<file path="src/hw/rtl/assert_macros.svh">
// Concurrent assertion macros shared by the RTL.
// No dependencies; take in by include inside a module body.
`ifndef ASSERT_MACROS_SVH
`define ASSERT_MACROS_SVH

// Check a property on the rising clock edge, off while reset is asserted.
`define ASSERT_PROP(lbl, clk, rst_n, prop) \
	lbl: assert property (@(posedge clk) disable iff (!rst_n) prop) \
		else $error("assertion failed: lbl");

// Check that an expression never holds on the rising clock edge.
`define ASSERT_NEVER(lbl, clk, rst_n, expr) \
	lbl: assert property (@(posedge clk) disable iff (!rst_n) !(expr)) \
		else $error("assertion failed: lbl");

`endif

</file>
<file path="src/hw/rtl/dt64_pkg.sv">
// Shared types, constants and the counter step function for the dual timer.
// No dependencies.
`timescale 1ns / 1ps
`default_nettype none
package dt64_pkg;
	localparam int TIMER_INSTANCES = 2;
	localparam int COMPARE_COUNT   = 8;
	localparam int EVT_BITS        = 10;

	localparam logic [31:0] BASE_FIRST  = 32'd29491200;
	localparam logic [31:0] BASE_SECOND = 32'd29495296;
	localparam logic [1:0][31:0] TIMER_BASE = {BASE_SECOND, BASE_FIRST};

	localparam logic [31:0] REVISION_WORD = 32'h4472020c;
	localparam logic [31:0] TCR_WMASK     = 32'h04c03ffe;
	localparam logic [31:0] TGCR_WMASK    = 32'h0000ff1f;
	localparam logic [31:0] GPEN_WMASK    = 32'h00030033;
	localparam logic [31:0] GPDIR_WMASK   = 32'h00030003;
	localparam logic [31:0] ICS_ENABLES   = 32'h00050005;
	localparam logic [31:0] ICS_STATUS    = 32'h000a000a;
	localparam logic [31:0] WDT_WMASK     = 32'hffff4000;

	localparam logic [1:0] ACT_TICK  = 2'd0;
	localparam logic [1:0] ACT_READ  = 2'd1;
	localparam logic [1:0] ACT_WRITE = 2'd2;

	localparam logic [1:0] MODE_64    = 2'd0;
	localparam logic [1:0] MODE_UNCH  = 2'd1;
	localparam logic [1:0] MODE_WDT   = 2'd2;
	localparam logic [1:0] MODE_CHAIN = 2'd3;

	localparam logic [1:0] ENA_OFF     = 2'd0;
	localparam logic [1:0] ENA_ONESHOT = 2'd1;
	localparam logic [1:0] ENA_RELOAD  = 2'd3;

	localparam logic [3:0] SIZE_WORD = 4'd4;

	localparam logic [11:0] OFF_REV   = 12'h000;
	localparam logic [11:0] OFF_EMU   = 12'h004;
	localparam logic [11:0] OFF_GPEN  = 12'h008;
	localparam logic [11:0] OFF_GPDIR = 12'h00c;
	localparam logic [11:0] OFF_CNTLO = 12'h010;
	localparam logic [11:0] OFF_CNTHI = 12'h014;
	localparam logic [11:0] OFF_PRDLO = 12'h018;
	localparam logic [11:0] OFF_PRDHI = 12'h01c;
	localparam logic [11:0] OFF_TCR   = 12'h020;
	localparam logic [11:0] OFF_TGCR  = 12'h024;
	localparam logic [11:0] OFF_WDT   = 12'h028;
	localparam logic [11:0] OFF_RELLO = 12'h034;
	localparam logic [11:0] OFF_RELHI = 12'h038;
	localparam logic [11:0] OFF_CAPLO = 12'h03c;
	localparam logic [11:0] OFF_CAPHI = 12'h040;
	localparam logic [11:0] OFF_ICS   = 12'h044;
	localparam logic [11:0] OFF_CMP0  = 12'h060;
	localparam logic [11:0] OFF_CMPN  = OFF_CMP0 + 12'(4 * (COMPARE_COUNT - 1));

	typedef struct packed {
		logic        tick;
		logic        rd;
		logic        wr;
		logic [11:0] off;
		logic [31:0] wdata;
	} dt64_cmd_t;

	typedef struct packed {
		logic [31:0]         rdata;
		logic                rd_known;
		logic                wr_known;
		logic [EVT_BITS-1:0] hits;
	} dt64_rsp_t;

	typedef struct packed {
		logic [63:0] cnt;
		logic [63:0] prd;
		logic        hit;
	} dt64_step_t;

	function automatic dt64_step_t count_step(input logic [63:0] cnt, input logic [63:0] prd,
			input logic [63:0] rel, input logic [1:0] ena);
		dt64_step_t r;
		r.cnt = cnt;
		r.prd = prd;
		r.hit = 1'b0;
		if (ena != ENA_OFF && prd != 64'd0) begin
			if (cnt == prd) begin
				if (ena != ENA_ONESHOT) begin
					r.cnt = 64'd0;
					if (ena == ENA_RELOAD)
						r.prd = rel;
				end
			end else begin
				r.cnt = cnt + 64'd1;
				r.hit = (r.cnt == prd);
			end
		end
		return r;
	endfunction
endpackage
`default_nettype wire

</file>
<file path="src/hw/rtl/dt64_timer.sv">
// One timer instance: register file, tick logic, read side effects and writes.
// Depends on dt64_pkg.
`timescale 1ns / 1ps
`default_nettype none
module dt64_timer (
	input  wire logic              clk,
	input  wire logic              arst_n,
	input  wire dt64_pkg::dt64_cmd_t cmd,
	output dt64_pkg::dt64_rsp_t    rsp
);
	import dt64_pkg::*;

	logic [31:0] cnt_lo_q, cnt_hi_q, prd_lo_q, prd_hi_q, rel_lo_q, rel_hi_q;
	logic [31:0] cap_lo_q, cap_hi_q, tcr_q, tgcr_q, ics_q, gpen_q, gpdir_q, wdt_q;
	logic [31:0] shadow_q;
	logic        shadow_vld_q;
	logic [1:0]  emu_q;
	logic [COMPARE_COUNT-1:0][31:0] cmp_q;

	logic [31:0] cnt_lo_d, cnt_hi_d, prd_lo_d, prd_hi_d, rel_lo_d, rel_hi_d;
	logic [31:0] cap_lo_d, cap_hi_d, tcr_d, tgcr_d, ics_d, gpen_d, gpdir_d, wdt_d;
	logic [31:0] shadow_d;
	logic        shadow_vld_d;
	logic [1:0]  emu_d;
	logic [COMPARE_COUNT-1:0][31:0] cmp_d;

	logic [1:0] mode, ena12, ena34;
	logic       clk12, rr_lo, rr_hi, cmp_sel;
	logic [2:0] cmp_idx;

	assign mode    = tgcr_q[3:2];
	assign ena12   = tcr_q[7:6];
	assign ena34   = tcr_q[23:22];
	assign clk12   = (tcr_q[9:8] == 2'b00);
	assign rr_lo   = tgcr_q[4] && mode == MODE_UNCH && tcr_q[10];
	assign rr_hi   = tgcr_q[4] && mode == MODE_UNCH && tcr_q[26];
	assign cmp_sel = cmd.off inside {[OFF_CMP0:OFF_CMPN]};
	assign cmp_idx = cmd.off[4:2];

	always_comb begin
		dt64_step_t  st;
		logic [31:0] cnt_lo_prev;
		logic [3:0]  phase;
		logic [EVT_BITS-1:0] h;
		logic [31:0] w;
		cnt_lo_d = cnt_lo_q; cnt_hi_d = cnt_hi_q; prd_lo_d = prd_lo_q; prd_hi_d = prd_hi_q;
		rel_lo_d = rel_lo_q; rel_hi_d = rel_hi_q; cap_lo_d = cap_lo_q; cap_hi_d = cap_hi_q;
		tcr_d = tcr_q; tgcr_d = tgcr_q; ics_d = ics_q; gpen_d = gpen_q; gpdir_d = gpdir_q;
		wdt_d = wdt_q; shadow_d = shadow_q; shadow_vld_d = shadow_vld_q; emu_d = emu_q;
		cmp_d = cmp_q;
		h = '0;
		w = cmd.wdata;
		cnt_lo_prev = cnt_lo_q;
		phase = tgcr_q[15:12];
		st = '0;
		rsp.rdata = '0;
		rsp.rd_known = 1'b1;
		rsp.wr_known = 1'b1;
		case (cmd.off)
			OFF_REV: rsp.wr_known = 1'b0;
			OFF_EMU, OFF_GPEN, OFF_GPDIR, OFF_CNTLO, OFF_CNTHI, OFF_PRDLO, OFF_PRDHI,
			OFF_TCR, OFF_TGCR, OFF_WDT, OFF_RELLO, OFF_RELHI, OFF_CAPLO, OFF_CAPHI,
			OFF_ICS: ;
			default: begin
				rsp.rd_known = cmp_sel;
				rsp.wr_known = cmp_sel;
			end
		endcase

		if (cmd.tick && tgcr_q[1:0] != 2'b00) begin
			if (mode == MODE_UNCH) begin
				if (tgcr_q[0] && clk12) begin
					st = count_step({32'd0, cnt_lo_q}, {32'd0, prd_lo_q}, {32'd0, rel_lo_q}, ena12);
					h[0] = st.hit;
					cnt_lo_d = st.cnt[31:0];
					prd_lo_d = st.prd[31:0];
					if (cnt_lo_d != cnt_lo_prev && tgcr_q[4]) begin
						for (int n = 0; n < COMPARE_COUNT; n++)
							h[2+n] = (cmp_q[n] != 32'd0) && (cmp_q[n] == cnt_lo_d);
					end
				end
				if (tgcr_q[1] && ena34 != ENA_OFF) begin
					if (phase == tgcr_q[11:8]) begin
						tgcr_d[15:12] = 4'd0;
						st = count_step({32'd0, cnt_hi_q}, {32'd0, prd_hi_q}, {32'd0, rel_hi_q},
							ena34);
						h[1] = st.hit;
						cnt_hi_d = st.cnt[31:0];
						prd_hi_d = st.prd[31:0];
					end else begin
						tgcr_d[15:12] = phase + 4'd1;
					end
				end
			end else if (mode != MODE_WDT && tgcr_q[1:0] == 2'b11 && clk12 &&
					ena12 != ENA_OFF) begin
				if (mode == MODE_CHAIN) begin
					if (cnt_hi_q == prd_hi_q) begin
						cnt_hi_d = 32'd0;
						st = count_step({32'd0, cnt_lo_q}, {32'd0, prd_lo_q}, {32'd0, rel_lo_q},
							ena12);
						h[0] = st.hit;
						cnt_lo_d = st.cnt[31:0];
						prd_lo_d = st.prd[31:0];
						if (ena12 == ENA_RELOAD && prd_lo_q != 32'd0 && cnt_lo_q == prd_lo_q)
							prd_hi_d = rel_hi_q;
					end else begin
						cnt_hi_d = cnt_hi_q + 32'd1;
					end
				end else begin
					st = count_step({cnt_hi_q, cnt_lo_q}, {prd_hi_q, prd_lo_q},
						{rel_hi_q, rel_lo_q}, ena12);
					h[0] = st.hit;
					{cnt_hi_d, cnt_lo_d} = st.cnt;
					{prd_hi_d, prd_lo_d} = st.prd;
				end
			end
			if (h[0]) begin
				ics_d[1] = 1'b1;
				h[0] = ics_q[0];
			end
			if (h[1]) begin
				ics_d[17] = 1'b1;
				h[1] = ics_q[16];
			end
		end

		if (cmd.rd && rsp.rd_known) begin
			case (cmd.off)
				OFF_REV:   rsp.rdata = REVISION_WORD;
				OFF_EMU:   rsp.rdata = {30'd0, emu_q};
				OFF_GPEN:  rsp.rdata = gpen_q;
				OFF_GPDIR: rsp.rdata = gpdir_q;
				OFF_CNTLO: begin
					rsp.rdata = cnt_lo_q;
					if (mode == MODE_64) begin
						shadow_d = cnt_hi_q;
						shadow_vld_d = 1'b1;
					end else if (rr_lo) begin
						cap_lo_d = cnt_lo_q;
						if (ena12 == ENA_RELOAD)
							prd_lo_d = rel_lo_q;
						cnt_lo_d = 32'd0;
					end
				end
				OFF_CNTHI: begin
					rsp.rdata = shadow_vld_q ? shadow_q : cnt_hi_q;
					shadow_vld_d = 1'b0;
					if (rr_hi) begin
						cap_hi_d = cnt_hi_q;
						if (ena34 == ENA_RELOAD)
							prd_hi_d = rel_hi_q;
						cnt_hi_d = 32'd0;
					end
				end
				OFF_PRDLO: rsp.rdata = prd_lo_q;
				OFF_PRDHI: rsp.rdata = prd_hi_q;
				OFF_TCR:   rsp.rdata = tcr_q;
				OFF_TGCR:  rsp.rdata = tgcr_q;
				OFF_WDT:   rsp.rdata = wdt_q;
				OFF_RELLO: rsp.rdata = rel_lo_q;
				OFF_RELHI: rsp.rdata = rel_hi_q;
				OFF_CAPLO: rsp.rdata = cap_lo_q;
				OFF_CAPHI: rsp.rdata = cap_hi_q;
				OFF_ICS:   rsp.rdata = ics_q;
				default:   rsp.rdata = cmp_q[cmp_idx];
			endcase
		end

		if (cmd.wr && rsp.wr_known) begin
			case (cmd.off)
				OFF_EMU:   emu_d = w[1:0];
				OFF_GPEN:  gpen_d = w & GPEN_WMASK;
				OFF_GPDIR: gpdir_d = w & GPDIR_WMASK;
				OFF_CNTLO: cnt_lo_d = w;
				OFF_CNTHI: begin
					cnt_hi_d = w;
					shadow_vld_d = 1'b0;
				end
				OFF_PRDLO: prd_lo_d = w;
				OFF_PRDHI: prd_hi_d = w;
				OFF_TCR:   tcr_d = w & TCR_WMASK;
				OFF_TGCR: begin
					tgcr_d = w & TGCR_WMASK;
					if (tgcr_d[3:2] != MODE_64)
						shadow_vld_d = 1'b0;
					if (!tgcr_d[0])
						cnt_lo_d = 32'd0;
					if (!tgcr_d[1]) begin
						cnt_hi_d = 32'd0;
						shadow_vld_d = 1'b0;
					end
				end
				OFF_WDT: begin
					wdt_d = w & WDT_WMASK;
					wdt_d[15] = w[15] ? 1'b0 : wdt_q[15];
				end
				OFF_RELLO: rel_lo_d = w;
				OFF_RELHI: rel_hi_d = w;
				OFF_CAPLO: cap_lo_d = w;
				OFF_CAPHI: cap_hi_d = w;
				OFF_ICS:   ics_d = (ics_q & ICS_STATUS & ~(w & ICS_STATUS)) | (w & ICS_ENABLES);
				default:   cmp_d[cmp_idx] = w;
			endcase
		end
		rsp.hits = h;
	end

	always_ff @(posedge clk or negedge arst_n) begin
		if (!arst_n) begin
			cnt_lo_q <= '0; cnt_hi_q <= '0; prd_lo_q <= '0; prd_hi_q <= '0;
			rel_lo_q <= '0; rel_hi_q <= '0; cap_lo_q <= '0; cap_hi_q <= '0;
			tcr_q <= '0; tgcr_q <= '0; ics_q <= '0; gpen_q <= '0; gpdir_q <= '0;
			wdt_q <= '0; shadow_q <= '0; shadow_vld_q <= 1'b0; emu_q <= '0;
			cmp_q <= '0;
		end else begin
			cnt_lo_q <= cnt_lo_d; cnt_hi_q <= cnt_hi_d; prd_lo_q <= prd_lo_d;
			prd_hi_q <= prd_hi_d; rel_lo_q <= rel_lo_d; rel_hi_q <= rel_hi_d;
			cap_lo_q <= cap_lo_d; cap_hi_q <= cap_hi_d; tcr_q <= tcr_d; tgcr_q <= tgcr_d;
			ics_q <= ics_d; gpen_q <= gpen_d; gpdir_q <= gpdir_d; wdt_q <= wdt_d;
			shadow_q <= shadow_d; shadow_vld_q <= shadow_vld_d; emu_q <= emu_d;
			cmp_q <= cmp_d;
		end
	end
endmodule
`default_nettype wire

</file>
<file path="src/hw/rtl/dual_timer64_register_block.sv">
// Path: input transaction to result through the input register, then the result register.
// Throughput: one transaction per cycle while m_tready does not stall; timer state updates
// in the cycle the item leaves the input register, so each item sees all earlier ones.
// Reset: arst_n clears all timer registers and both stage valid flags at once.
// Depends on dt64_pkg, dt64_timer and assert_macros.svh.
`timescale 1ns / 1ps
`default_nettype none
module dual_timer64_register_block (
	input  wire logic        clk,
	input  wire logic        arst_n,
	input  wire logic        s_tvalid,
	output logic             s_tready,
	input  wire logic [71:0] s_tdata,  // address, write_data, access_size, commit, zero pad
	input  wire logic [1:0]  s_tuser,  // action
	output logic             m_tvalid,
	input  wire logic        m_tready,
	output logic [55:0]      m_tdata   // read_data, access_ok, event_bits, zero pad
);
	import dt64_pkg::*;
	`include "assert_macros.svh"

	logic        vld_s1, commit_s1;
	logic [1:0]  act_s1;
	logic [31:0] addr_s1;
	logic [32:0] wd_s1;
	logic [3:0]  size_s1;

	logic        res_vld_q, res_ok_q;
	logic [31:0] res_rdata_q;
	logic [19:0] res_evt_q;

	logic        advance, fire, aligned, wr_legal, ok, is_tick;
	logic [11:0] off;
	logic [31:0] rdata;
	logic [19:0] evt;
	logic [TIMER_INSTANCES-1:0] sel;
	dt64_cmd_t cmd [TIMER_INSTANCES];
	dt64_rsp_t rsp [TIMER_INSTANCES];

	assign advance  = !res_vld_q || m_tready;
	assign s_tready = !vld_s1 || advance;
	assign fire     = vld_s1 && advance;
	assign off      = addr_s1[11:0];
	assign aligned  = (off[1:0] == 2'b00);
	assign wr_legal = aligned && size_s1 == SIZE_WORD && !wd_s1[32] && off != OFF_REV;
	assign is_tick  = act_s1 == ACT_TICK;

	always_comb begin
		logic taken;
		taken = 1'b0;
		for (int i = 0; i < TIMER_INSTANCES; i++) begin
			sel[i] = !taken && addr_s1[31:12] == TIMER_BASE[i][31:12];
			taken  = taken || sel[i];
		end
	end

	for (genvar i = 0; i < TIMER_INSTANCES; i++) begin : g_timer
		assign cmd[i].tick  = fire && is_tick;
		assign cmd[i].rd    = fire && act_s1 == ACT_READ && sel[i] && aligned;
		assign cmd[i].wr    = fire && act_s1 == ACT_WRITE && sel[i] && wr_legal && commit_s1;
		assign cmd[i].off   = off;
		assign cmd[i].wdata = wd_s1[31:0];
		dt64_timer u_timer (
			.clk    (clk),
			.arst_n (arst_n),
			.cmd    (cmd[i]),
			.rsp    (rsp[i])
		);
	end

	always_comb begin
		rdata = '0;
		evt   = '0;
		ok    = 1'b0;
		for (int i = 0; i < TIMER_INSTANCES; i++) begin
			evt[i*EVT_BITS +: EVT_BITS] = rsp[i].hits;
			if (sel[i]) begin
				rdata = rsp[i].rdata;
				case (act_s1)
					ACT_READ:  ok = aligned && rsp[i].rd_known;
					ACT_WRITE: ok = wr_legal && rsp[i].wr_known;
					default:   ok = 1'b0;
				endcase
			end
		end
		if (is_tick)
			ok = 1'b1;
		else
			evt = '0;
		if (act_s1 != ACT_READ || !ok)
			rdata = '0;
	end

	always_ff @(posedge clk or negedge arst_n) begin
		if (!arst_n) begin
			vld_s1 <= 1'b0;
		end else if (s_tready) begin
			vld_s1 <= s_tvalid;
		end
	end

	always_ff @(posedge clk) begin
		if (s_tvalid && s_tready) begin
			addr_s1   <= s_tdata[31:0];
			wd_s1     <= s_tdata[64:32];
			size_s1   <= s_tdata[68:65];
			commit_s1 <= s_tdata[69];
			act_s1    <= s_tuser;
		end
	end

	always_ff @(posedge clk or negedge arst_n) begin
		if (!arst_n) begin
			res_vld_q <= 1'b0;
		end else if (fire) begin
			res_vld_q <= 1'b1;
		end else if (m_tready) begin
			res_vld_q <= 1'b0;
		end
	end

	always_ff @(posedge clk) begin
		if (fire) begin
			res_rdata_q <= rdata;
			res_ok_q    <= ok;
			res_evt_q   <= evt;
		end
	end

	assign m_tvalid = res_vld_q;
	assign m_tdata  = {3'd0, res_evt_q, res_ok_q, res_rdata_q};

	`ASSERT_PROP(a_fire_loads, clk, arst_n, fire |=> res_vld_q)
	`ASSERT_NEVER(a_data_without_ok, clk, arst_n, res_vld_q && res_rdata_q != 32'd0 && !res_ok_q)
	`ASSERT_PROP(a_tick_ok, clk, arst_n, fire && is_tick |=> res_ok_q)
endmodule
`default_nettype wire

</file>
<file path="config.mk">
export PLATFORM = sky130hd
export DESIGN_NAME = dual_timer64_register_block
export DESIGN_NICKNAME = d
export VERILOG_FILES = /design/src/hw/rtl/dt64_pkg.sv /design/src/hw/rtl/dt64_timer.sv /design/src/hw/rtl/dual_timer64_register_block.sv
export VERILOG_INCLUDE_DIRS = /design/src /design/src/hw/rtl
export SDC_FILE = /design/constraint.sdc
export NUM_CORES = 2
export LEC_CHECK = 0
export CORE_MARGIN = 5
export CORE_UTILIZATION = 30
export CTS_BUF_LIST = sky130_fd_sc_hd__clkbuf_8
export DETAILED_ROUTE_END_ITERATION = 8
export DONT_BUFFER_PORTS = 1
export PLACE_DENSITY_LB_ADDON = 0.15
export SETUP_SLACK_MARGIN = 0.02
export SLEW_MARGIN = 10
export SYNTH_ARGS = -nofsm -noshare
export SYNTH_HDL_FRONTEND = slang
export SYNTH_SLANG_ARGS = --single-unit
</file>
<file path="constraint.sdc">
create_clock -name clk -period 4.79 [get_ports clk]
set_input_delay 0 -clock clk [delete_from_list [all_inputs] [get_ports clk]]
set_output_delay 0 -clock clk [all_outputs]
set_load 0.01 [all_outputs]
</file>
# After elaboration in Yosys (flattened, before gate mapping)
# Cells that the tools add are included.
# word_totals
inputBits	78
elab_cells	607
ff_bits	1397
# op_classes
magnitude_cmp	4
n_eq_ne	69
n_reduce_logical	149
mux	300
bitwise	6
add_sub_neg	10
# op_table
cell	count
32-bit 2-to-1 mux	143
96-bit 2-to-1 mux	30
128-bit 2-to-1 mux	14
97-bit 2-to-1 mux	12
32-bit one-hot mux with 16 select lines	2
64-bit 2-to-1 mux	12
32-bit equality test	20
32-bit nonzero test	20
256-bit bitwise mux	2
129-bit 2-to-1 mux	2
64-bit equality test	4
32-bit one-hot mux with 2 select lines	4
32-bit binary-select mux with 3-bit select	2
32-bit by 1-bit adder with 33-bit output (second input constant)	4
33-bit by 32-bit equality test with 1-bit output	4
64-bit by 1-bit adder with 64-bit output (second input constant)	2
64-bit nonzero test	2
32-bit demux with 3-bit select	1
1-bit logical AND	73
12-bit by 6-bit equality test with 1-bit output (second input constant)	6
18-bit 2-to-1 mux	4
32-bit by 1-bit adder with 32-bit output (second input constant)	2
20-bit by 32-bit bitwise AND with 32-bit output	2
16-bit 2-to-1 mux	4
other kinds (35)	167

# Logic depth before layout (Yosys ltp)
# depth
ltp_word	24
depth_mapped	15
mapped_depth_nobuf	11

# Cells and area by module
# From an unflattened synthesis, not the netlist that was laid out.
# hier_totals
hier_cells	9459
hier_area_um2	89104.2
# modules_own_cells
mod	area_per_inst_um2	cells_each	seq_area_each_um2	n_inst
dt64_timer (g_timer[0].u_timer)	43102.6	4766	15289.7	1
dt64_timer (g_timer[1].u_timer)	40959.3	4415	15289.7	1
dual_timer64_register_block	5042.3	278	3803.6	1

# Worst setup path after synthesis
# No wires, ideal clock.
# synth_timing
path_type	register to register
startpoint	reg res_vld_q, in the netlist m_tvalid
endpoint	reg res_evt_q[11] (data pin)
period_less_slack_ns	3.745
path_buffers	1
t_required_ns	4.657
setup_ns	0.133
stages_incl_launch_ff	10
path_slack_ns	1.045
arrival_ns	3.613
path_cell_list	dfrtp_1 -> nand2b_1 -> and2_1 -> o211a_1 -> clkbuf_1 -> nand3_1 -> nor4b_1 -> o2111ai_1 -> nor4_1 -> and3_1
# synth_between
elab_chain_cells	6
# synth_lines
item	line_no	source
start: declaration	dual_timer64_register_block.sv:28	logic res_vld_q, res_ok_q;
start signal: assignment	dual_timer64_register_block.sv:114	res_vld_q <= 1'b0;
start signal: assignment	dual_timer64_register_block.sv:116	res_vld_q <= 1'b1;
start signal: assignment	dual_timer64_register_block.sv:118	res_vld_q <= 1'b0;
1-bit zero test	dual_timer64_register_block.sv:40	assign advance = !res_vld_q || m_tready;
1-bit logical OR	dual_timer64_register_block.sv:40	
1-bit logical AND	dual_timer64_register_block.sv:42	assign fire = vld_s1 && advance;
via fire	dual_timer64_register_block.sv:32	logic advance, fire, aligned, wr_legal, ok, is_tick;
1-bit logical AND	dual_timer64_register_block.sv:58	assign cmd[i].tick = fire && is_tick;
1-bit logical AND	dt64_timer.sv:70	if (cmd.tick && tgcr_q[1:0] != 2'b00) begin
3-bit AND reduction (no line)	--	
end signal: assignment	dual_timer64_register_block.sv:126	res_evt_q <= evt;
end: declaration	dual_timer64_register_block.sv:30	logic [19:0] res_evt_q;
# The timed path passes the listed nets, and every way through them passes these cells.
# A chain may end at the register's enable or synchronous reset.

# Final worst setup path
# layout_timing
startpoint	reg g_timer[1].u_timer.prd_lo_q[20]
endpoint	reg res_evt_q[19] (data pin)
# layout_between
elab_chain_cells	12
# layout_lines
item	line_no	source
start: declaration	dt64_timer.sv:13	logic [31:0] cnt_lo_q, cnt_hi_q, prd_lo_q, prd_hi_q, rel_lo_q, rel_hi_q;
start signal: assignment	dt64_timer.sv:216	cnt_lo_q <= cnt_lo_d; cnt_hi_q <= cnt_hi_d; prd_lo_q <= prd_lo_d;
32-bit equality test / 32-bit nonzero test (equally long branches)	dt64_pkg.sv:85, dt64_pkg.sv:84	
32-bit 2-to-1 mux / 1-bit logical AND (equally long branches)	dt64_pkg.sv:85, dt64_pkg.sv:84	
97-bit 2-to-1 mux *	dt64_pkg.sv:84	if (ena != ENA_OFF && prd != 64'd0) begin
97-bit 2-to-1 mux *	dt64_timer.sv:72	if (tgcr_q[0] && clk12) begin
97-bit 2-to-1 mux *	dt64_timer.sv:71	if (mode == MODE_UNCH) begin
97-bit 2-to-1 mux *	dt64_timer.sv:70	
32-bit equality test / 32-bit != test (equally long branches)	dt64_timer.sv:79, dt64_timer.sv:77	
1-bit logical AND, on equally long branches	dt64_timer.sv:79, dt64_timer.sv:77	
8-bit 2-to-1 mux *	dt64_timer.sv:77	if (cnt_lo_d != cnt_lo_prev && tgcr_q[4]) begin
8-bit 2-to-1 mux *	dt64_timer.sv:72	
9-bit 2-to-1 mux *	dt64_timer.sv:71	
9-bit 2-to-1 mux *	dt64_timer.sv:70	
# Every way passes the cells marked *; elsewhere a longest branch is shown, timed or not. The select of a mux whose other input is x is not followed.

==> impl_metrics.tcl <==
set metrics [dict create \
    synth_top_area_share_pct 34.4 \
    path_delay_family "compound AO/OA/AOI/OAI gates" \
    crit_path_cell_trace "buf_4 > xnor2_1 > nand4_1 > or4_4 > o31ai_4 > buf_12 > a22oi_1 > buf_4 > a22o_1 > a2111oi_0 > buf_4 > nand4_1 > nor4_1" \
    crit_path_frequent_cell "buf_4" \
    dr.pass1.iters 9 \
    leakagePower_nw 46.0 \
    die_area_sq_mm 0.308 \
    cp.arrival_ns 5.66 \
    avgRoutedWirePerCell_um 44.2 \
    synthTopCellsByCount "dfrtp_1, mux2_2, nand2_1" \
    syn_inst 9433 \
    synth_top_flop_cell "dfrtp_1" \
    vias 94527 \
    netlist_area_sq_mm 0.0890 \
    cts_max_level 5 \
    post-synth-top-count-cell "dfrtp_1" \
    syn_to_final_growth_pct 21.6 \
    antenna_left 0 \
    nFillCells 30313 \
    finalCritPeriodShare_pct 101 \
    max_stage_delay_ns 0.80 \
    yosysUniqueCellTypes 113 \
    dp_hpwl_um 467000 \
    cts_sinks 1349 \
    timing.rr.start "g_timer[1].u_timer.prd_lo_q[20]$_DFF_PN0_" \
    insertion_delay_ns 1.11 \
    cts_tree "done" \
    cp-start-kind "flop" \
    synthArstFlopShare_pct 90.7 \
    finClkSkew_ns 0.108 \
    path_class "flop to flop" \
    setup_viol 1 \
    grt_pass1_wl_um 837000 \
    rsz0062_at_grt "no" \
    holdPathStages 2 \
    critPathLaunch "g_timer[1].u_timer.prd_lo_q[20]$_DFF_PN0_" \
    slew_headroom_pct 5.96 \
    cts-root-buf "clkbuf_8" \
    fp-row-count 200 \
    drt-initial-drc-count 15246 \
    die_width_um 555 \
    hold_violations 0 \
    ys_seq_area_share_pct 38.6 \
    multi_input_area_sq_mm 0.0514 \
    port_buffers 0 \
    grt_util_all_layers_pct 39.4 \
    fin_nets 10256 \
    hold_class "input port to flop" \
    clock_path_buffers 4 \
    drv_cap 0 \
    final_cells 14331 \
    tightest_slew_ns 1.41 \
    p_total_w 0.0261 \
    initial_core_util_pct 30.1 \
    first_global_vias 89004 \
    overflow 0 \
    post-place-ws_ns 0.00393 \
    r2r-end "res_evt_q[19]$_SDFFCE_PN0P_" \
    core_area_sq_mm 0.296 \
    boundaryPins 136 \
    path_clk_slew_ns 0.06 \
    route.detailed.drc 0 \
    vdd_ir_drop_max_mv 0.240 \
    yosys_warnings 0 \
    gp_congestion 1.05 \
    seqCellArea_sq_mm 0.0344 \
    synth_area_per_cell_sq_um 9.44 \
    crit_slowest_cell "a2111oi_0" \
    die_h_um 555 \
    worstPathRequired_ns 5.62 \
    crit_fanout 35 \
    cp-endpoint "res_evt_q[19]$_SDFFCE_PN0P_" \
    reg2reg_slack_ns -0.04 \
    setup_ws_ns -0.0399 \
    synth_edf_count 125 \
    max_freq_mhz 207 \
    cts_buffers 278 \
    period_minus_slack_ns 4.83 \
    yosys-top-cells-area "dfrtp_1, mux2_2, xnor2_1, edfxtp_1, a21oi_1" \
    detail_route.vias_per_cell 6.60 \
    dpl.cell_count 13665 \
    drive_gt1_share_pct 26.1 \
    routed_wl_um 633000 \
    grt_max_degree 164 \
    power_density_mw_per_mm2 241 \
    r2r_cells 13 \
    critical_path_depth 13 \
    finalMaxSlewViolations 0 \
    synth_area_leader_cell "dfrtp_1" \
    outcome "finished, violations left" \
    crit_buf_inv 4 \
    violations "setup timing" \
    grt_antenna_before_repair 60 \
    yosys_register_bits 1349 \
    critPathCaptureType "flop" \
]
## final cells by class
| class | instances | share of cell area (%) |
|---|---|---|
| diodes | 28 | 0.0647 |
| clock buffers | 337 | 4.28 |
| clock inverters | 138 | 0.908 |
| inverters | 76 | 0.265 |
| repair buffers | 1327 | 10.7 |
| well taps | 3939 | 4.55 |
| multi-input cells | 7137 | 47.4 |
| flip-flops and latches | 1349 | 31.8 |
## state kept, by name, summed over array words and instances (netlist names), 12 cells and up
register and flops:
addr_s1 32, g_timer.u_timer.cap_hi_q 64, g_timer.u_timer.cap_lo_q 64, g_timer.u_timer.cmp_q 512
g_timer.u_timer.cnt_hi_q 64, g_timer.u_timer.cnt_lo_q 64, g_timer.u_timer.gpen_q 12, g_timer.u_timer.ics_q 16
g_timer.u_timer.prd_hi_q 64, g_timer.u_timer.prd_lo_q 64, g_timer.u_timer.rel_hi_q 64, g_timer.u_timer.rel_lo_q 64
g_timer.u_timer.shadow_q 64, g_timer.u_timer.tcr_q 32, g_timer.u_timer.tgcr_q 26, g_timer.u_timer.wdt_q 34
res_evt_q 20, res_rdata_q 32, wd_s1 33
## worst min-delay path by stage
stage,to,start,slack (ns)
6_report,wd_s1[17]$_DFFE_PP_,s_tdata[49],0.08
5_1_grt,wd_s1[19]$_DFFE_PP_,s_tdata[51],0.09
4_1_cts,wd_s1[12]$_DFFE_PP_,s_tdata[44],0.001
3_5_place_dp,g_timer[1].u_timer.cnt_hi_q[15]$_DFF_PN0_,arst_n,-0.29
3_3_place_gp,g_timer[1].u_timer.cnt_hi_q[15]$_DFF_PN0_,arst_n,-0.29
2_1_floorplan,g_timer[0].u_timer.cap_hi_q[0]$_DFF_PN0_,arst_n,-0.30
## logic make-up after synthesis
family	count (synthesis)	share of synthesized area [%]
other	1	0.00421
buffers and inverters	949	4.23
xor gates and xnor gates	675	6.67
muxes	1206	16.5
adders and majority gates	11	0.149
AOI/OAI and AO/OA	2516	18.7
DFF	1349	38.6
and+or+nand+nor	2726	15.1
## routing by layer
layer / part of all wire (%) / track usage [%]
met3: 12 / 12.3
met4: 7.1 / 22.7
met5: 0.042 / 0.297
met1: 41 / 53.9
met2: 40 / 54.4
## worst reg2reg max path: cells and delay by family, from the launching register on
kind | cells | cell delay (ns)
compound gates | 4 | 1.60
simple gates | 4 | 1.23
buf+inv | 4 | 1.05
flops | 1 | 0.48
xor+xnor | 1 | 0.23
## per-stage QoR
stage	cell area (sq um)	hold WS [ns]	setup TNS, ns	util, %
final	108000	0.0796	-0.0399	36.5
after global routing	108000	0.0865	0	36.5
after CTS	108000	0.00101	0	36.5
after detailed placement	101000	-0.294	0	34.1
after global placement	101000	-0.293	-0.0136	34.0
after floorplan	89100	-0.296	0	-
## power by group
| part | switching (W) | total, W | internal, W |
|---|---|---|---|
| registers | 0.000113 | 0.0117 | 0.0116 |
| clock network | 0.00607 | 0.0130 | 0.00693 |
| logic | 0.00107 | 0.00133 | 0.000265 |
| total | 0.00725 | 0.0261 | 0.0188 |
## what timing repair did
action / 4_1_cts / 5_1_grt
pin swaps: 0 / 1
endpoints found under the setup margin: 1 / 14
setup buffers: 0 / 6
hold endpoints to repair: 831 / 0
gates resized for setup: 3 / 7
hold buffers: 152 / 0
## cells in the final DEF, fill, tap and decap left out, types with 67 or more instances in the layout
cell type / synthesis / layout
a31oi_1: 67 / 67
dlygate4sd3_1: 0 / 150
o22ai_1: 127 / 127
dfrtp_1: 1224 / 1221
a21oi_1: 657 / 654
clkbuf_8: 0 / 337
a221oi_1: 127 / 127
nor4_1: 281 / 275
edfxtp_1: 125 / 125
xor2_1: 237 / 237
a222oi_1: 74 / 74
a22oi_1: 158 / 158
mux2_2: 793 / 793
inv_1: 72 / 139
mux4_2: 128 / 128
nand3_1: 248 / 247
mux2i_1: 264 / 264
nor3_1: 193 / 178
xnor2_1: 435 / 435
buf_4: 13 / 1079
buf_12: 0 / 81
nor2_1: 669 / 645
nand2_1: 724 / 715
o21ai_0: 531 / 530
nand4_1: 244 / 244
o211ai_1: 72 / 72
Note: power is estimated with default switching activity, not from simulation.
